--- config.mk ---
export PLATFORM = sky130hd
export DESIGN_NAME = led_matrix_chain_frame_engine_flat
export DESIGN_NICKNAME = d
export VERILOG_FILES = /design/src/rtl/lmcfe_pkg.sv /design/src/rtl/lmcfe_in_if.sv /design/src/rtl/lmcfe_out_if.sv /design/src/rtl/lmcfe_row_store.sv /design/src/rtl/lmcfe_sequencer.sv /design/src/rtl/led_matrix_chain_frame_engine.sv /design/src/flat_wrapper.sv
export SDC_FILE = /design/constraint.sdc
export NUM_CORES = 1
export LEC_CHECK = 0
export BUFFER_PORTS_ARGS = -buffer_cell sky130_fd_sc_hd__buf_2
export CAP_MARGIN = 20
export CORE_MARGIN = 8
export CORE_UTILIZATION = 66
export CTS_CLUSTER_DIAMETER = 60
export DETAILED_ROUTE_END_ITERATION = 12
export PLACE_DENSITY = 0.93
export SLEW_MARGIN = 20
export SYNTH_ARGS = -nofsm -noshare
export SYNTH_HDL_FRONTEND = slang
export SYNTH_HIERARCHICAL = 1
export SYNTH_SLANG_ARGS = --single-unit
--- constraint.sdc ---
create_clock -name clk -period 7.9 [get_ports clk]
set_clock_uncertainty 0.15 [all_clocks]
set_input_delay 1.975 -clock clk [delete_from_list [all_inputs] [get_ports clk]]
set_output_delay 1.975 -clock clk [all_outputs]
set_load 0.05 [all_outputs]
--- src/rtl/lmcfe_pkg.sv ---
// ============================================================================
// lmcfe_pkg
// Shared types, constants and helper functions for the LED matrix chain
// frame engine.
// ============================================================================
package lmcfe_pkg;

  // Number of displays in the daisy chain.
  localparam int CHAIN_LENGTH = 2;

  // Field widths of the request and result channels.
  localparam int ACT_W  = 3;
  localparam int DEV_W  = 2;
  localparam int ROW_W  = 4;
  localparam int COL_W  = 4;
  localparam int BYTE_W = 8;
  localparam int CFG_W  = 2;

  // Row store geometry: eight row bytes per display.
  localparam int ROWS        = 8;
  localparam int ROW_IDX_W   = $clog2(ROWS);
  localparam int STORE_DEPTH = CHAIN_LENGTH * ROWS;
  localparam int ADDR_W      = (STORE_DEPTH > 1) ? $clog2(STORE_DEPTH) : 1;

  // Bytes in one frame: opcode and data for every chain slot.
  localparam int FRAME_BYTES = 2 * CHAIN_LENGTH;
  localparam int FBYTE_W     = (FRAME_BYTES > 1) ? $clog2(FRAME_BYTES) : 1;

  // Frames per device during init.
  localparam int INIT_STEPS = 5;
  localparam int STEP_W     = 3;

  localparam logic [CFG_W-1:0] ACTIVE_RESET = CFG_W'(2);

  // Display driver opcodes.
  localparam logic [BYTE_W-1:0] OP_DECODE     = 8'd9;
  localparam logic [BYTE_W-1:0] OP_INTENSITY  = 8'd10;
  localparam logic [BYTE_W-1:0] OP_SCAN_LIMIT = 8'd11;
  localparam logic [BYTE_W-1:0] OP_POWER      = 8'd12;
  localparam logic [BYTE_W-1:0] OP_TEST       = 8'd15;

  localparam logic [BYTE_W-1:0] SCAN_ALL_ROWS  = 8'd7;
  localparam logic [BYTE_W-1:0] INIT_INTENSITY = 8'd4;
  localparam logic [BYTE_W-1:0] POWER_ON       = 8'd1;
  localparam logic [BYTE_W-1:0] PIXEL_MSB      = 8'h80;

  typedef enum logic [ACT_W-1:0] {
    ACT_SET_PIXEL = 3'd0,
    ACT_SET_ROW   = 3'd1,
    ACT_CLEAR_DEV = 3'd2,
    ACT_INTENSITY = 3'd3,
    ACT_INIT      = 3'd4
  } lmcfe_action_t;

  typedef enum logic [1:0] {
    ST_IDLE,
    ST_READ,
    ST_EMIT
  } lmcfe_state_t;

  // Access to the row store from the sequencer.
  typedef struct packed {
    logic                rd_en;
    logic                wr_en;
    logic [ADDR_W-1:0]   addr;
    logic [BYTE_W-1:0]   wr_data;
    logic                clr_dev_en;
    logic [DEV_W-1:0]    clr_dev;
    logic                clr_all;
  } lmcfe_store_req_t;

  // One serial byte leaving the sequencer.
  typedef struct packed {
    logic [BYTE_W-1:0] spi_byte;
    logic              frame_end;
    logic              last;
  } lmcfe_emit_t;

  // Opcode of each init step.
  function automatic logic [BYTE_W-1:0] init_op(input logic [STEP_W-1:0] step);
    logic [BYTE_W-1:0] op;
    case (step)
      3'd0:    op = OP_TEST;
      3'd1:    op = OP_SCAN_LIMIT;
      3'd2:    op = OP_DECODE;
      3'd3:    op = OP_INTENSITY;
      default: op = OP_POWER;
    endcase
    return op;
  endfunction

  // Data byte of each init step.
  function automatic logic [BYTE_W-1:0] init_data(input logic [STEP_W-1:0] step);
    logic [BYTE_W-1:0] d;
    case (step)
      3'd1:    d = SCAN_ALL_ROWS;
      3'd3:    d = INIT_INTENSITY;
      3'd4:    d = POWER_ON;
      default: d = '0;
    endcase
    return d;
  endfunction

endpackage

--- src/rtl/lmcfe_in_if.sv ---
// ============================================================================
// lmcfe_in_if
// Request channel: one display command per handshake.
// ============================================================================
interface lmcfe_in_if;
  logic                             valid;
  logic                             ready;
  logic [lmcfe_pkg::ACT_W-1:0]      action;
  logic [lmcfe_pkg::DEV_W-1:0]      device;
  logic [lmcfe_pkg::ROW_W-1:0]      row;
  logic [lmcfe_pkg::COL_W-1:0]      col;
  logic                             pixel_on;
  logic [lmcfe_pkg::BYTE_W-1:0]     data_value;

  modport source (output valid, action, device, row, col, pixel_on, data_value,
                  input ready);
  modport sink   (input valid, action, device, row, col, pixel_on, data_value,
                  output ready);
endinterface

--- src/rtl/lmcfe_out_if.sv ---
// ============================================================================
// lmcfe_out_if
// Result channel: one serial byte per handshake.
// ============================================================================
interface lmcfe_out_if;
  logic                         valid;
  logic                         ready;
  logic [lmcfe_pkg::BYTE_W-1:0] spi_byte;
  logic                         frame_end;
  logic                         last;

  modport source (output valid, spi_byte, frame_end, last, input ready);
  modport sink   (input valid, spi_byte, frame_end, last, output ready);
endinterface

--- src/rtl/lmcfe_row_store.sv ---
// ============================================================================
// lmcfe_row_store
// Shadow store of the row bytes with a registered read and per-entry valid
// bits; an entry that is not valid reads as zero.
// ============================================================================
module lmcfe_row_store (
  input  logic                           clk,
  input  logic                           rst_n,
  input  lmcfe_pkg::lmcfe_store_req_t    req,
  output logic [lmcfe_pkg::BYTE_W-1:0]   rd_data
);

  logic [lmcfe_pkg::BYTE_W-1:0]      mem [lmcfe_pkg::STORE_DEPTH];
  logic [lmcfe_pkg::STORE_DEPTH-1:0] vld_r;
  logic [lmcfe_pkg::BYTE_W-1:0]      rd_data_r;
  logic                              rd_vld_r;

  always_ff @(posedge clk) begin
    if (req.wr_en) begin
      mem[req.addr] <= req.wr_data;
    end
    if (req.rd_en) begin
      rd_data_r <= mem[req.addr];
    end
  end

  // Clearing only drops valid bits, so a whole device or the whole store
  // empties together, without a walk over the entries.
  always_ff @(posedge clk) begin
    if (!rst_n) begin
      vld_r    <= '0;
      rd_vld_r <= 1'b0;
    end else begin
      for (int i = 0; i < lmcfe_pkg::STORE_DEPTH; i++) begin
        if (req.clr_all) begin
          vld_r[i] <= 1'b0;
        end else if (req.clr_dev_en && ((i / lmcfe_pkg::ROWS) == int'(req.clr_dev))) begin
          vld_r[i] <= 1'b0;
        end else if (req.wr_en && (req.addr == lmcfe_pkg::ADDR_W'(i))) begin
          vld_r[i] <= 1'b1;
        end
      end
      if (req.rd_en) begin
        rd_vld_r <= vld_r[req.addr];
      end
    end
  end

  assign rd_data = rd_vld_r ? rd_data_r : '0;

endmodule

--- src/rtl/lmcfe_sequencer.sv ---
// ============================================================================
// lmcfe_sequencer
// Decodes commands, drives the row store and walks the frames of a command
// one serial byte per cycle while the output takes them.
// ============================================================================
module lmcfe_sequencer (
  input  logic                          clk,
  input  logic                          rst_n,
  lmcfe_in_if.sink                      in_ch,
  input  logic [lmcfe_pkg::CFG_W-1:0]   active_cnt,
  output lmcfe_pkg::lmcfe_store_req_t   store_req,
  input  logic [lmcfe_pkg::BYTE_W-1:0]  rd_data,
  output logic                          emit_valid,
  input  logic                          emit_take,
  output lmcfe_pkg::lmcfe_emit_t        emit
);

  lmcfe_pkg::lmcfe_state_t            state_r, state_nxt;
  lmcfe_pkg::lmcfe_action_t           kind_r, kind_nxt;
  logic [lmcfe_pkg::DEV_W-1:0]        dev_r, dev_nxt;
  logic [lmcfe_pkg::ROW_IDX_W-1:0]    row_r, row_nxt;
  logic [lmcfe_pkg::BYTE_W-1:0]       data_r, data_nxt;
  logic [lmcfe_pkg::BYTE_W-1:0]       mask_r, mask_nxt;
  logic                               on_r, on_nxt;
  logic [lmcfe_pkg::ADDR_W-1:0]       addr_r, addr_nxt;
  logic [lmcfe_pkg::FBYTE_W-1:0]      byte_r, byte_nxt;
  logic [lmcfe_pkg::STEP_W-1:0]       frame_r, frame_nxt;
  logic [lmcfe_pkg::DEV_W-1:0]        init_dev_r, init_dev_nxt;
  logic [lmcfe_pkg::DEV_W-1:0]        init_cnt_r, init_cnt_nxt;

  logic                               dev_ok, row_ok, col_ok;
  logic [lmcfe_pkg::ADDR_W-1:0]       in_addr;
  logic [lmcfe_pkg::DEV_W-1:0]        cnt_sat;
  logic [lmcfe_pkg::BYTE_W-1:0]       rmw_data;

  // Fields of the frame now being sent.
  logic [lmcfe_pkg::DEV_W-1:0]        f_dev;
  logic [lmcfe_pkg::BYTE_W-1:0]       f_op, f_data;
  logic                               f_last;
  logic [lmcfe_pkg::DEV_W-1:0]        slot;
  logic                               frame_end;

  assign dev_ok  = in_ch.device < lmcfe_pkg::DEV_W'(lmcfe_pkg::CHAIN_LENGTH);
  assign row_ok  = in_ch.row < lmcfe_pkg::ROW_W'(lmcfe_pkg::ROWS);
  assign col_ok  = in_ch.col < lmcfe_pkg::COL_W'(lmcfe_pkg::ROWS);
  assign in_addr = lmcfe_pkg::ADDR_W'({in_ch.device, in_ch.row[lmcfe_pkg::ROW_IDX_W-1:0]});
  assign cnt_sat = (active_cnt > lmcfe_pkg::CFG_W'(lmcfe_pkg::CHAIN_LENGTH))
                   ? lmcfe_pkg::DEV_W'(lmcfe_pkg::CHAIN_LENGTH)
                   : lmcfe_pkg::DEV_W'(active_cnt);
  assign rmw_data = on_r ? (rd_data | mask_r) : (rd_data & ~mask_r);

  always_comb begin
    f_dev  = dev_r;
    f_op   = {5'd0, row_r} + 8'd1;
    f_data = data_r;
    f_last = 1'b1;
    case (kind_r)
      lmcfe_pkg::ACT_CLEAR_DEV: begin
        f_op   = {5'd0, frame_r} + 8'd1;
        f_data = '0;
        f_last = frame_r == lmcfe_pkg::STEP_W'(lmcfe_pkg::ROWS - 1);
      end
      lmcfe_pkg::ACT_INTENSITY: begin
        f_op = lmcfe_pkg::OP_INTENSITY;
      end
      lmcfe_pkg::ACT_INIT: begin
        f_dev  = init_dev_r;
        f_op   = lmcfe_pkg::init_op(frame_r);
        f_data = lmcfe_pkg::init_data(frame_r);
        f_last = (frame_r == lmcfe_pkg::STEP_W'(lmcfe_pkg::INIT_STEPS - 1)) &&
                 (init_dev_r == lmcfe_pkg::DEV_W'(init_cnt_r - lmcfe_pkg::DEV_W'(1)));
      end
      default: ;
    endcase
  end

  // The farthest slot goes first; bit 0 of the byte count picks data over opcode.
  assign slot = lmcfe_pkg::DEV_W'(lmcfe_pkg::CHAIN_LENGTH - 1) -
                lmcfe_pkg::DEV_W'(byte_r >> 1);
  assign frame_end = byte_r == lmcfe_pkg::FBYTE_W'(lmcfe_pkg::FRAME_BYTES - 1);

  assign emit_valid     = state_r == lmcfe_pkg::ST_EMIT;
  assign emit.spi_byte  = (slot == f_dev) ? (byte_r[0] ? f_data : f_op) : '0;
  assign emit.frame_end = frame_end;
  assign emit.last      = frame_end && f_last;

  always_comb begin
    state_nxt    = state_r;
    kind_nxt     = kind_r;
    dev_nxt      = dev_r;
    row_nxt      = row_r;
    data_nxt     = data_r;
    mask_nxt     = mask_r;
    on_nxt       = on_r;
    addr_nxt     = addr_r;
    byte_nxt     = byte_r;
    frame_nxt    = frame_r;
    init_dev_nxt = init_dev_r;
    init_cnt_nxt = init_cnt_r;
    store_req    = '0;
    in_ch.ready  = 1'b0;

    unique case (state_r)
      lmcfe_pkg::ST_IDLE: begin
        in_ch.ready  = 1'b1;
        byte_nxt     = '0;
        frame_nxt    = '0;
        init_dev_nxt = '0;
        if (in_ch.valid) begin
          kind_nxt = lmcfe_pkg::lmcfe_action_t'(in_ch.action);
          dev_nxt  = in_ch.device;
          row_nxt  = in_ch.row[lmcfe_pkg::ROW_IDX_W-1:0];
          data_nxt = in_ch.data_value;
          mask_nxt = lmcfe_pkg::PIXEL_MSB >> in_ch.col[lmcfe_pkg::ROW_IDX_W-1:0];
          on_nxt   = in_ch.pixel_on;
          addr_nxt = in_addr;
          unique case (in_ch.action)
            lmcfe_pkg::ACT_SET_PIXEL: begin
              if (dev_ok && row_ok && col_ok) begin
                store_req.rd_en = 1'b1;
                store_req.addr  = in_addr;
                state_nxt       = lmcfe_pkg::ST_READ;
              end
            end
            lmcfe_pkg::ACT_SET_ROW: begin
              if (dev_ok && row_ok) begin
                store_req.wr_en   = 1'b1;
                store_req.addr    = in_addr;
                store_req.wr_data = in_ch.data_value;
                state_nxt         = lmcfe_pkg::ST_EMIT;
              end
            end
            lmcfe_pkg::ACT_CLEAR_DEV: begin
              if (dev_ok) begin
                store_req.clr_dev_en = 1'b1;
                store_req.clr_dev    = in_ch.device;
                state_nxt            = lmcfe_pkg::ST_EMIT;
              end
            end
            lmcfe_pkg::ACT_INTENSITY: begin
              if (dev_ok) begin
                state_nxt = lmcfe_pkg::ST_EMIT;
              end
            end
            lmcfe_pkg::ACT_INIT: begin
              store_req.clr_all = 1'b1;
              init_cnt_nxt      = cnt_sat;
              if (cnt_sat != '0) begin
                state_nxt = lmcfe_pkg::ST_EMIT;
              end
            end
            default: ;
          endcase
        end
      end

      lmcfe_pkg::ST_READ: begin
        store_req.wr_en   = 1'b1;
        store_req.addr    = addr_r;
        store_req.wr_data = rmw_data;
        data_nxt          = rmw_data;
        state_nxt         = lmcfe_pkg::ST_EMIT;
      end

      lmcfe_pkg::ST_EMIT: begin
        if (emit_take) begin
          if (!frame_end) begin
            byte_nxt = byte_r + lmcfe_pkg::FBYTE_W'(1);
          end else begin
            byte_nxt = '0;
            if (f_last) begin
              state_nxt = lmcfe_pkg::ST_IDLE;
            end else if ((kind_r == lmcfe_pkg::ACT_INIT) &&
                         (frame_r == lmcfe_pkg::STEP_W'(lmcfe_pkg::INIT_STEPS - 1))) begin
              frame_nxt    = '0;
              init_dev_nxt = init_dev_r + lmcfe_pkg::DEV_W'(1);
            end else begin
              frame_nxt = frame_r + lmcfe_pkg::STEP_W'(1);
            end
          end
        end
      end

      default: state_nxt = lmcfe_pkg::ST_IDLE;
    endcase
  end

  always_ff @(posedge clk) begin
    if (!rst_n) begin
      state_r <= lmcfe_pkg::ST_IDLE;
    end else begin
      state_r <= state_nxt;
    end
  end

  always_ff @(posedge clk) begin
    kind_r     <= kind_nxt;
    dev_r      <= dev_nxt;
    row_r      <= row_nxt;
    data_r     <= data_nxt;
    mask_r     <= mask_nxt;
    on_r       <= on_nxt;
    addr_r     <= addr_nxt;
    byte_r     <= byte_nxt;
    frame_r    <= frame_nxt;
    init_dev_r <= init_dev_nxt;
    init_cnt_r <= init_cnt_nxt;
  end

endmodule

--- src/rtl/led_matrix_chain_frame_engine.sv ---
// ============================================================================
// led_matrix_chain_frame_engine
// Command front end for a daisy chain of 8x8 LED matrix drivers: keeps a
// shadow of every row and turns each command into serial frames.
// ============================================================================
//
//   Channel   Direction  Carries
//   in_ch     sink       one command: action, device, row, col, pixel_on,
//                        data_value
//   out_ch    source     one serial byte: spi_byte, frame_end, last
//   cfg_*     write-only active_devices, the number of displays init sets up
//
// A command is taken in one handshake; its bytes then leave in four-byte frames,
// one per cycle while the sink takes them. Set pixel first reads the row store.
// Set row and set intensity send one frame, clear device eight, init five per
// active display (up to ten). The sequencer handles one command at a time.
// Reset is synchronous and active low; the valid bits empty the row store.
// A stalled result holds the output register and stops the frame walk.
// ============================================================================
module led_matrix_chain_frame_engine (
  input  logic                         clk,
  input  logic                         rst_n,
  lmcfe_in_if.sink                     in_ch,
  lmcfe_out_if.source                  out_ch,
  input  logic                         cfg_we,
  input  logic [lmcfe_pkg::CFG_W-1:0]  cfg_wdata
);

  logic [lmcfe_pkg::CFG_W-1:0]      active_r;
  lmcfe_pkg::lmcfe_store_req_t      store_req;
  logic [lmcfe_pkg::BYTE_W-1:0]     rd_data;
  logic                             emit_valid;
  logic                             emit_take;
  lmcfe_pkg::lmcfe_emit_t           emit;

  logic                             out_valid_r;
  logic [lmcfe_pkg::BYTE_W-1:0]     out_byte_r;
  logic                             out_frame_end_r;
  logic                             out_last_r;

  // The configuration register; the user must write it only while the block is idle (not enforced here).
  always_ff @(posedge clk) begin
    if (!rst_n) begin
      active_r <= lmcfe_pkg::ACTIVE_RESET;
    end else if (cfg_we) begin
      active_r <= cfg_wdata;
    end
  end

  lmcfe_row_store u_store (
    .clk     (clk),
    .rst_n   (rst_n),
    .req     (store_req),
    .rd_data (rd_data)
  );

  lmcfe_sequencer u_seq (
    .clk        (clk),
    .rst_n      (rst_n),
    .in_ch      (in_ch),
    .active_cnt (active_r),
    .store_req  (store_req),
    .rd_data    (rd_data),
    .emit_valid (emit_valid),
    .emit_take  (emit_take),
    .emit       (emit)
  );

  // Output register: it loads whenever it is empty or its byte is being
  // taken, so a steady sink sees one byte per cycle while a command is sent.
  assign emit_take = !out_valid_r || out_ch.ready;

  always_ff @(posedge clk) begin
    if (!rst_n) begin
      out_valid_r <= 1'b0;
    end else if (emit_take) begin
      out_valid_r <= emit_valid;
    end
  end

  always_ff @(posedge clk) begin
    if (emit_take && emit_valid) begin
      out_byte_r      <= emit.spi_byte;
      out_frame_end_r <= emit.frame_end;
      out_last_r      <= emit.last;
    end
  end

  assign out_ch.valid     = out_valid_r;
  assign out_ch.spi_byte  = out_byte_r;
  assign out_ch.frame_end = out_frame_end_r;
  assign out_ch.last      = out_last_r;

`ifndef SYNTHESIS
  // The final byte of a command always closes a frame.
  a_last_ends_frame: assert property (@(posedge clk) disable iff (!rst_n)
    out_valid_r && out_last_r |-> out_frame_end_r)
    else $error("last byte does not close a frame");

  // While bytes of a command are still to come, no new request is taken.
  a_busy_until_last: assert property (@(posedge clk) disable iff (!rst_n)
    out_valid_r && !out_last_r |-> !in_ch.ready)
    else $error("request taken in the middle of a command");

  // The byte stream of a command has no bubbles behind a non-final byte.
  a_no_gap: assert property (@(posedge clk) disable iff (!rst_n)
    out_valid_r && !out_last_r |=> out_valid_r)
    else $error("gap inside a command's byte stream");
`endif

endmodule

--- src/flat_wrapper.sv ---
// flat-port wrapper written by rule: the top's interface ports become plain ports
module led_matrix_chain_frame_engine_flat 
  (clk, rst_n, cfg_we, cfg_wdata, in_ch_valid, in_ch_action, in_ch_device, in_ch_row, in_ch_col, in_ch_pixel_on, in_ch_data_value, in_ch_ready, out_ch_valid, out_ch_spi_byte, out_ch_frame_end, out_ch_last, out_ch_ready);
  lmcfe_in_if in_ch_i ();
  lmcfe_out_if out_ch_i ();
  input  logic clk;
  input  logic rst_n;
  input  logic cfg_we;
  input  logic [lmcfe_pkg::CFG_W-1:0] cfg_wdata;
  input wire logic [$bits(in_ch_i.valid)-1:0] in_ch_valid;
  input wire logic [$bits(in_ch_i.action)-1:0] in_ch_action;
  input wire logic [$bits(in_ch_i.device)-1:0] in_ch_device;
  input wire logic [$bits(in_ch_i.row)-1:0] in_ch_row;
  input wire logic [$bits(in_ch_i.col)-1:0] in_ch_col;
  input wire logic [$bits(in_ch_i.pixel_on)-1:0] in_ch_pixel_on;
  input wire logic [$bits(in_ch_i.data_value)-1:0] in_ch_data_value;
  output wire logic [$bits(in_ch_i.ready)-1:0] in_ch_ready;
  output wire logic [$bits(out_ch_i.valid)-1:0] out_ch_valid;
  output wire logic [$bits(out_ch_i.spi_byte)-1:0] out_ch_spi_byte;
  output wire logic [$bits(out_ch_i.frame_end)-1:0] out_ch_frame_end;
  output wire logic [$bits(out_ch_i.last)-1:0] out_ch_last;
  input wire logic [$bits(out_ch_i.ready)-1:0] out_ch_ready;
  assign in_ch_i.valid = in_ch_valid;
  assign in_ch_i.action = in_ch_action;
  assign in_ch_i.device = in_ch_device;
  assign in_ch_i.row = in_ch_row;
  assign in_ch_i.col = in_ch_col;
  assign in_ch_i.pixel_on = in_ch_pixel_on;
  assign in_ch_i.data_value = in_ch_data_value;
  assign in_ch_ready = in_ch_i.ready;
  assign out_ch_valid = out_ch_i.valid;
  assign out_ch_spi_byte = out_ch_i.spi_byte;
  assign out_ch_frame_end = out_ch_i.frame_end;
  assign out_ch_last = out_ch_i.last;
  assign out_ch_i.ready = out_ch_ready;
  led_matrix_chain_frame_engine u_core (.clk(clk), .rst_n(rst_n), .in_ch(in_ch_i), .out_ch(out_ch_i), .cfg_we(cfg_we), .cfg_wdata(cfg_wdata));
endmodule
Word level (Yosys, flattened, before mapping). Memory sizes are Yosys's and may differ from the RTL's. A register that Yosys moved wholly into a read port is not among the register bits. Index checks and enable logic that the tools add are counted.

RAM bits: 128. Memory bits (read-only): 0. Register bits after elaboration: 70. Latch bits: 0. Output and inout port bits: 12. Input port bits: 29. Memories: 1.

Memory list: u_core.u_store.mem (words 16, width 8, read ports 1, clocked after Yosys merged registers in 1, write ports 1, RTL line lmcfe_row_store.sv:13) `logic [lmcfe_pkg::BYTE_W-1:0] mem [lmcfe_pkg::STORE_DEPTH];`.

Div/mod/pow operators: 0. $lt $le $gt $ge: 5. Bitwise operators: 4. Eq/ne operators: 44. Muxes and demuxes: 54. Multiply operators: 0. $add $sub $neg: 7. Reduce and logical (&&, ||, !) cells: 44. Shift operators: 1.

Operators by type and width (count): $mux 8 (5); $eq 4x4->1 const B (8); $mux 2 (16); $pmux 8 s2 (2); $pmux 13 s2 (1); $logic_and 1x1->1 (24); $eq 3x2->1 const B (6); $mux 18 (1); $mux 3 (6); $eq 4x3->1 const B (4); $mux 13 (1); $eq 3x3->1 const B (4); $ne 2x2->1 const B (6); $ne 3x3->1 const B (4); $pmux 3 s4 (1); $pmux 4 s3 (1); $mux 1 (9); $pmux 3 s3 (1); $reduce_and 9->1 (1); $add 3x1->4 const B (2); $and 8x8->8 (1); $eq 4x2->1 const B (2); $lt 4x4->1 const B (2); $mux 4 (2); other kinds (37) (49).

Depth between registers and ports, before layout. Gate-level depths: netlist of run 1.

Depth in word-level cells: 10. Depth in mapped cells: 11.

Hierarchy. The synthesis of run 1 kept the hierarchy.

By module, submodules not included: lmcfe_row_store (area each 5967.0 µm², seq. area each 4424.2 µm², cells each 272, instances 1); lmcfe_sequencer (area each 2307.2 µm², seq. area each 1061.0 µm², cells each 221, instances 1); led_matrix_chain_frame_engine (area each 421.7 µm², seq. area each 360.3 µm², cells each 21, instances 1).

Least setup slack after synthesis of run 1. Ideal clock, no wire load.

Path kind: input-to-reg. Start point: input port in_ch_row[3]. End point: memory u_core/u_store/mem[0][0] in the netlist's numbering, enable pin. Setup slack: 3.162 ns. Stages on the path: 5. Setup time: 0.386 ns. Arrival time: 4.202 ns. Path through: or4_4 > nor3b_4 > or2_1 > or3b_2 > nor3_1.

RTL lines: start: declaration (RTL line flat_wrapper.sv:13) `input wire logic [$bits(in_ch_i.row)-1:0] in_ch_row;`; end: declaration (RTL line lmcfe_row_store.sv:13).

==> qor.yml, run 1 <==
status:
  outcome: "complete, no violations"
layout:
  finalNetCount: 594
  synthToLayoutAreaGrowth_pct: 11.08
  finalCoreUtilization_pct: 74.12
  layout-drive-gt1-share_pct: 20.77
  nFillCells: 704
  diodes: 0
  multi_input_comb_area_um2: 2651
  seq_area_um2: 5846
logic_synthesis:
  synth-edff-count: 180
  synth.largest_area_cell: "sky130_fd_sc_hd__edfxtp_1"
  netlist_instances: 514
  yosys_warnings: 6
  mappedNetlistNets: 551
  synth.ff_latch_count: 202
  library_cells_used_by_synthesis: 62
  synth.area.top_cells: "sky130_fd_sc_hd__edfxtp_1 (62%), sky130_fd_sc_hd__mux4_2 (6.5%), sky130_fd_sc_hd__mux4_1 (5.1%), sky130_fd_sc_hd__dfxtp_1 (5.1%), sky130_fd_sc_hd__nor2_1 (1.9%)"
  seq_area_frac_synth_pct: 67.22
  yosysTopAreaCellShare_pct: 62.16
  average_footprint_of_a_synthesized_cell_um2: 16.92
  synthMostInstantiatedCell: "sky130_fd_sc_hd__edfxtp_1"
  syn_area_um2: 8696
  synth_flop_cell: "sky130_fd_sc_hd__edfxtp_1"
  synthArstFlopShare_pct: 0
  synth_top_cells_by_count: "sky130_fd_sc_hd__edfxtp_1 (180), sky130_fd_sc_hd__nor2_1 (43), sky130_fd_sc_hd__mux4_2 (25)"
placement:
  dp.final_hpwl_um: 13020
  placer_congestion: 0.8972
  numPortBuffers: 40
clock_tree:
  h-tree-depth: 1
  cts_buffer_depth: 3
  cts_made_buffers: 20
  post_cts.repair.setup_buffers: 0
  clk_pin_slew_worst_paths_ns: 0.06
  tritoncts: "done"
  insertion_delay_ns: 0.49
  postCtsHoldBufs: 0
  cts_sinks: 202
  clock_tree.root_cell: "sky130_fd_sc_hd__clkbuf_16"
  cts-resized-gates: 0
floorplanning:
  initial_core_utilization_pct: 66.72
  top_level_port_count: 41
  floorplan.die_area_um2: 17100
  die_x_um: 130.8
  die_h_um: 130.8
  floorplan.rows: 42
  core_area_um2: 13030
sta:
  period_minus_slack_ns: 5.399
  totalNegativeSetupSlack_ns: 0
  setup_viol_count_final: 0
  max_slew.worst_pin.slew_ns: 1.069
  drv_slew: 0
  timing.max_slew.rel_slack_pct: 28.48
  final_min_period_over_clock_period_pct: 68.35
  finalHoldViolCount: 0
  grt_setup_unrepaired: "false"
  achievable_frequency_mhz: 185.2
worst_setup_path:
  crit_arrival_ns: 5.36
  critical_path_required_ns: 7.86
  setup.worst_path.end_class: "flip-flop"
  startpoint_type: "input pin"
  criticalPathCategory: "in -> reg"
  regToRegSetupSlack_ns: 3.47
  crit_fanout: 29
drt:
  antenna_left: 0
  detail_route.drc_violations: 0
  number_of_vias_after_detailed_routing: 5163
  drt_first_iter_violations: 602
  route.detailed.wl_per_inst_um: 27.26
  avgViaCountPerCell: 6.940
  detail_route.first_pass.iterations: 5
  drt-total-wl_um: 20280
global_route:
  grt_pass1_wl_um: 31540
  antenna_found_initial: 0
  via_count_of_the_first_global_routing_pass: 5199
  globalRoute.totalOverflow: 0
  grt_use_total_pct: 25.03
  maximum_number_of_pins_on_one_net_before_global_route_repair: 30
pwr:
  power.density_cell_area_nw_per_um2: 233.6
  total_leakage_power_nw: 3.010
  max-vdd-ir-drop_mv: 0.1642
  total_power_w: 0.002257
min_path:
  timing.hold.worst.class: "reg -> reg"
run:
  drv_cap: 0
through the flow:
stage	hold WS, ns	setup slack (ns)	cells	area (um^2)
6_report	0.3209	2.501	744	9659
5_1_grt	0.3430	2.329	744	9659
3_5_place_dp	0.3060	1.847	710	8985
3_3_place_gp	0.2883	2.166	710	8980
2_1_floorplan	0.2824	3.162	514	8696
4_1_cts	0.3196	2.308	743	9641
flip-flops by register name, indices dropped and copies added (netlist names), 3 cells and up:
signal,flops
u_core/u_store/rd_data_r,8
u_core/u_seq/data_r,8
u_core/out_ch.spi_byte,8
u_core/u_store/mem,128
u_core/u_seq/frame_r,3
u_core/u_seq/kind_r,3
u_core/u_seq/mask_r,8
u_core/u_store/vld_r,16
logic make-up after synthesis:
logic type,Yosys count,share of synthesized area (%)
adders and majority gates,8,1.151
DFF,202,67.22
AOI/OAI and AO/OA,76,6.230
xor gates and xnor gates,3,0.3022
muxes,59,13.77
buffers and inverters,35,2.518
and+or+nand+nor,130,8.763
other,1,0.04312
cell type report:
| cell class | instances | area share (%) |
|---|---|---|
| sequential | 202 | 60.52 |
| clock inverter | 3 | 0.1295 |
| tap | 176 | 2.280 |
| clock buffer | 30 | 6.658 |
| timing repair buffer | 46 | 2.578 |
| inverter | 10 | 0.3886 |
| multi-input combinational | 277 | 27.45 |
critical path, stage by stage:
cell                       delay, ns
sky130_fd_sc_hd__buf_2          0.11
sky130_fd_sc_hd__or4_4          0.58
sky130_fd_sc_hd__nor4_4         0.33
sky130_fd_sc_hd__a22o_2         0.82
sky130_fd_sc_hd__buf_4          0.41
sky130_fd_sc_hd__nand3b_1       0.24
sky130_fd_sc_hd__nor2_1         0.86
layout by cell type (no fill, tap or decap), types with 9 or more instances in the layout:
cell,Yosys,routed
sky130_fd_sc_hd__a21o_1,17,17
sky130_fd_sc_hd__and2_1,12,12
sky130_fd_sc_hd__buf_2,3,40
sky130_fd_sc_hd__clkbuf_16,0,24
sky130_fd_sc_hd__dfxtp_1,22,22
sky130_fd_sc_hd__edfxtp_1,180,180
sky130_fd_sc_hd__inv_1,10,10
sky130_fd_sc_hd__mux2i_1,14,14
sky130_fd_sc_hd__mux4_1,17,17
sky130_fd_sc_hd__mux4_2,25,25
sky130_fd_sc_hd__nand2_1,10,10
sky130_fd_sc_hd__nand2b_1,9,9
sky130_fd_sc_hd__nor2_1,43,42
sky130_fd_sc_hd__o21a_1,17,17
sky130_fd_sc_hd__o21ai_0,11,11
report_power, final:
group	leakage (nW)	internal, W	switching (W)
clock	0.322	0.000560	0.000377
sequential	1.61	0.00118	0.0000233
combinational	1.08	0.0000443	0.0000748
total	3.01	0.00178	0.000475
worst paths after layout:
path	end	from	cells after the start
min reg2reg	u_core/u_store/vld_r[6]	u_core/u_store/vld_r[6]	1
min	u_core/u_store/vld_r[6]	u_core/u_store/vld_r[6]	1
max	u_core/u_store/mem[13][1]	in_ch_row[3]	7
max reg2reg	u_core/u_store/mem[13][1]	u_core/u_seq/state_r[1]	8
per-layer routing:
metal  share of wire [%]  GRT usage, %
met2                  52         43.44
met3                 8.5         4.505
met4                 3.5         10.20
met5                   0             0
met1                  36         30.53
(Power assumes the default switching activity.)
==> run 2, diff against run 1 <==
--- a/config.mk
+++ b/config.mk
@@ -5,13 +5,14 @@
 export SDC_FILE = /design/constraint.sdc
 export NUM_CORES = 1
 export LEC_CHECK = 0
+export ABC_AREA = 1
 export BUFFER_PORTS_ARGS = -buffer_cell sky130_fd_sc_hd__buf_2
 export CAP_MARGIN = 20
 export CORE_MARGIN = 8
-export CORE_UTILIZATION = 66
+export CORE_UTILIZATION = 61
 export CTS_CLUSTER_DIAMETER = 60
 export DETAILED_ROUTE_END_ITERATION = 12
-export PLACE_DENSITY = 0.93
+export PLACE_DENSITY = 0.87
 export SLEW_MARGIN = 20
 export SYNTH_ARGS = -nofsm -noshare
 export SYNTH_HDL_FRONTEND = slang
==> constraint.sdc (replaced) <==
create_clock -name clk -period 5.3 [get_ports clk]
set_clock_uncertainty 0.15 [all_clocks]
set_input_delay 1.325 -clock clk [delete_from_list [all_inputs] [get_ports clk]]
set_output_delay 1.325 -clock clk [all_outputs]
set_load 0.05 [all_outputs]
==> run 2 against run 1 <==
Sequential power grew 49%. Setup slack lost 1.1 ns. Critical path depth grew 6. Area after synthesis shrank 0.82%. Cell count grew 42%. Global-route usage shrank 3.0 points. Combinational power grew 110%. Critical path type unchanged. Critical endpoint is now u_core/u_store/mem[6][7]. Largest cell class unchanged. Largest power group unchanged.
==> qor.yml, run 2 <==
status:
  outcome: "complete, no violations"
min_path:
  hold_end: "u_core/u_seq/init_cnt_r[1]"
  holdCritStartpoint: "u_core/active_r[1]"
  timing.hold.worst.class: "reg -> reg"
  hold-path-cell-count: 0
layout:
  layout-drive-gt1-share_pct: 13.14
  final_cell_mix: "sky130_fd_sc_hd__nand2_1 (230), sky130_fd_sc_hd__edfxtp_1 (180), sky130_fd_sc_hd__nor2_1 (73), sky130_fd_sc_hd__inv_1 (57), sky130_fd_sc_hd__nand3_1 (54)"
  finalCoreUtilization_pct: 70.01
  finalNetCount: 898
  diodes: 0
  layout_top_registers: "u_core/u_store/mem (128), u_core/u_store/vld_r (16)"
  regMostFlops: "u_core/u_store/mem"
  max_reg_flops: 128
  synthToLayoutAreaGrowth_pct: 12.24
  final_common_cell: "sky130_fd_sc_hd__nand2_1"
logic_synthesis:
  average_footprint_of_a_synthesized_cell_um2: 10.67
  synth.ff_latch_count: 202
  yosys_warnings: 6
  netlist_instances: 808
  yosysTopAreaCellShare_pct: 62.67
  synth-edff-count: 180
  synth_flop_cell: "sky130_fd_sc_hd__edfxtp_1"
  synth_top_family_by_area: "simple AND/OR/NAND/NOR gates"
  synth.largest_area_cell: "sky130_fd_sc_hd__edfxtp_1"
  library_cells_used_by_synthesis: 38
  synth_compound_area_share_pct: 4.106
  synth_xor_area_share_pct: 0
  synthMostInstantiatedCell: "sky130_fd_sc_hd__nand2_1"
  synth_mux_area_share_pct: 0
  mappedNetlistNets: 845
  syn_area_um2: 8625
  synth.area.top_cells: "sky130_fd_sc_hd__edfxtp_1 (63%), sky130_fd_sc_hd__nand2_1 (10%), sky130_fd_sc_hd__dfxtp_1 (5.1%), sky130_fd_sc_hd__nor2_1 (3.2%), sky130_fd_sc_hd__nand3_1 (3.1%)"
  synthArstFlopShare_pct: 0
  seq_area_frac_synth_pct: 67.78
  post_synth_fa_ha_maj_area_fraction_pct: 1.161
  synth_top_cells_by_count: "sky130_fd_sc_hd__nand2_1 (230), sky130_fd_sc_hd__edfxtp_1 (180), sky130_fd_sc_hd__nor2_1 (74)"
  synth_simple_gate_area_share_pct: 22.21
sta:
  achievable_frequency_mhz: 253.8
  period_minus_slack_ns: 3.940
  totalNegativeSetupSlack_ns: 0
  final_min_period_over_clock_period_pct: 74.33
  finalHoldViolCount: 0
  setup_viol_count_final: 0
  max_slew.worst_pin.slew_ns: 1.033
  grt_setup_unrepaired: "false"
  timing.max_slew.rel_slack_pct: 31.13
  worst_setup_slack_after_layout_ns: 1.360
  drv_slew: 0
pwr:
  power.share.sequential_pct: 52.4
  sw_frac_of_total_pct: 22.02
  switching_power_w: 0.0007528
  total_leakage_power_nw: 3.471
  p_int_w: 0.002666
  power_frac_clock_pct: 40.1
  power.density_cell_area_nw_per_um2: 353.2
  max-vdd-ir-drop_mv: 0.2933
  share_comb_of_total_power_pct: 7.5
drt:
  avgViaCountPerCell: 5.928
  wl_met3_um: 1987
  detail_route.first_pass.iterations: 6
  drt_first_iter_violations: 631
  met2_wirelength_um: 9766
  antenna_left: 0
  topRoutingLayerUsed: "met4"
  detail_route.drc_violations: 0
  number_of_vias_after_detailed_routing: 6254
  route.detailed.wl_per_inst_um: 19.08
  drt-total-wl_um: 20130
  routedLengthMet1_um: 7477
global_route:
  via_count_of_the_first_global_routing_pass: 6165
  grt_use_total_pct: 21.98
  grt_pass1_wl_um: 31190
  maximum_number_of_pins_on_one_net_before_global_route_repair: 44
  antenna_found_initial: 0
  globalRoute.totalOverflow: 0
floorplanning:
  die_h_um: 134.9
  die_x_um: 134.9
  top_level_port_count: 41
  core_area_um2: 13830
  floorplan.rows: 43
  initial_core_utilization_pct: 62.37
  floorplan.die_area_um2: 18200
worst_setup_path:
  worst_r2r_startpoint: "u_core/u_seq/state_r[1]"
  reg2reg_depth: 12
  setup.worst_path.end_class: "flip-flop"
  crit_fanout: 22
  crit_arrival_ns: 3.90
  criticalPathCategory: "in -> reg"
  regToRegSetupSlack_ns: 1.68
  worstReg2RegEnd: "u_core/u_store/mem[6][7]"
  critical_path_required_ns: 5.26
  startpoint_type: "input pin"
clock_tree:
  cts_made_buffers: 20
  tritoncts: "done"
  clock_tree.root_cell: "sky130_fd_sc_hd__clkbuf_16"
  post_cts.repair.setup_buffers: 0
  cts_sinks: 202
  cts_buffer_depth: 3
  h-tree-depth: 1
  postCtsHoldBufs: 0
  cts-resized-gates: 0
  clk_pin_slew_worst_paths_ns: 0.06
  insertion_delay_ns: 0.49
placement:
  placer_congestion: 0.9209
  dp.final_hpwl_um: 13120
  numPortBuffers: 40
  dp_slack_ns: 0.9276
run:
  drv_cap: 0
run 2: cell types whose count changed after synthesis, moves of 15 or more:
cell,before,now
sky130_fd_sc_hd__nor2_1,43,74
sky130_fd_sc_hd__mux4_2,25,0
sky130_fd_sc_hd__nand2_1,10,230
sky130_fd_sc_hd__mux4_1,17,0
sky130_fd_sc_hd__nand4_1,0,43
sky130_fd_sc_hd__inv_1,10,57
sky130_fd_sc_hd__o21a_1,17,0
sky130_fd_sc_hd__a21o_1,17,0
sky130_fd_sc_hd__nand3_1,5,54
sky130_fd_sc_hd__inv_2,0,15
sky130_fd_sc_hd__o21ai_1,0,30
run 2: worst max-delay path by stage:
| stage | from | to | slack [ns] | cells past startpoint |
|---|---|---|---|---|
| after floorplan | in_ch_action[0] | u_core/u_store/mem[10][0] | 1.74 | 11 |
| final | in_ch_action[1] | u_core/u_store/mem[6][7] | 1.36 | 13 |
| after detailed placement | in_ch_action[1] | u_core/u_store/mem[6][7] | 0.93 | 13 |
| after CTS | in_ch_action[1] | u_core/u_store/mem[2][2] | 1.41 | 13 |
| after global placement | in_ch_action[1] | u_core/u_store/mem[6][5] | 1.10 | 13 |
| after global routing | in_ch_action[0] | u_core/u_store/vld_r[11] | 1.17 | 15 |
run 2: power by group through the flow:
stage,Sequential (W),Combinational (W),Clock (W)
final,0.00179,0.000255,0.00137
after global routing,0.00179,0.000279,0.00145
after CTS,0.00179,0.000250,0.00139
after detailed placement,0.00183,0.000247,0
after global placement,0.00182,0.000240,0
after floorplan,0.00184,0.000158,0
run 2: cell type report:
class / instances / area, um^2
flip-flops and latches: 202 / 5846
clock inverters: 5 / 72.57
inverters: 75 / 284.0
clock buffers: 31 / 563.0
repair buffers: 54 / 305.3
multi-input cells: 508 / 2385
well taps: 180 / 225.2
fillers: 913 / 4146
run 2: logic make-up (layout without fill, tap and decap cells):
logic type	after synthesis	after routing
buffers and inverters	98	165
AO/OA/AOI/OAI	63	63
other	1	1
AND/OR/NAND/NOR	436	436
adder cells (fa/ha/maj)	8	8
flip-flops	202	202
run 2: worst max-delay path, cell delays in order:
cell and delay (ns):
sky130_fd_sc_hd__buf_2 0.13, sky130_fd_sc_hd__inv_2 0.09, sky130_fd_sc_hd__nand2_1 0.08, sky130_fd_sc_hd__nor2_1 0.17, sky130_fd_sc_hd__nand3_1 0.14, sky130_fd_sc_hd__o21ai_2 0.25
sky130_fd_sc_hd__a22oi_2 0.10, sky130_fd_sc_hd__nor2_4 0.11, sky130_fd_sc_hd__buf_4 0.31, sky130_fd_sc_hd__inv_2 0.12, sky130_fd_sc_hd__nor3_1 0.25, sky130_fd_sc_hd__inv_2 0.10
sky130_fd_sc_hd__nor2_1 0.68
run 2: metal layers:
| layer | global-route usage (%) | vias to the layer above |
|---|---|---|
| met5 | 0 | - |
| met4 | 10.98 | 0 |
| met3 | 4.346 | 78 |
| met2 | 37.27 | 387 |
| met1 | 26.23 | 2898 |
| li1 | - | 2891 |
run 2: per-stage QoR:
step | power (W) | std cells | hold slack (ns) | cell area, um^2
after floorplan | 0.001993 | 808 | 0.2756 | 8625
after global placement | 0.002064 | 1019 | 0.2825 | 9041
after detailed placement | 0.002072 | 1019 | 0.3040 | 9045
after CTS | 0.003431 | 1055 | 0.3189 | 9681
after global routing | 0.003525 | 1055 | 0.3288 | 9681
final | 0.003419 | 1055 | 0.3304 | 9681
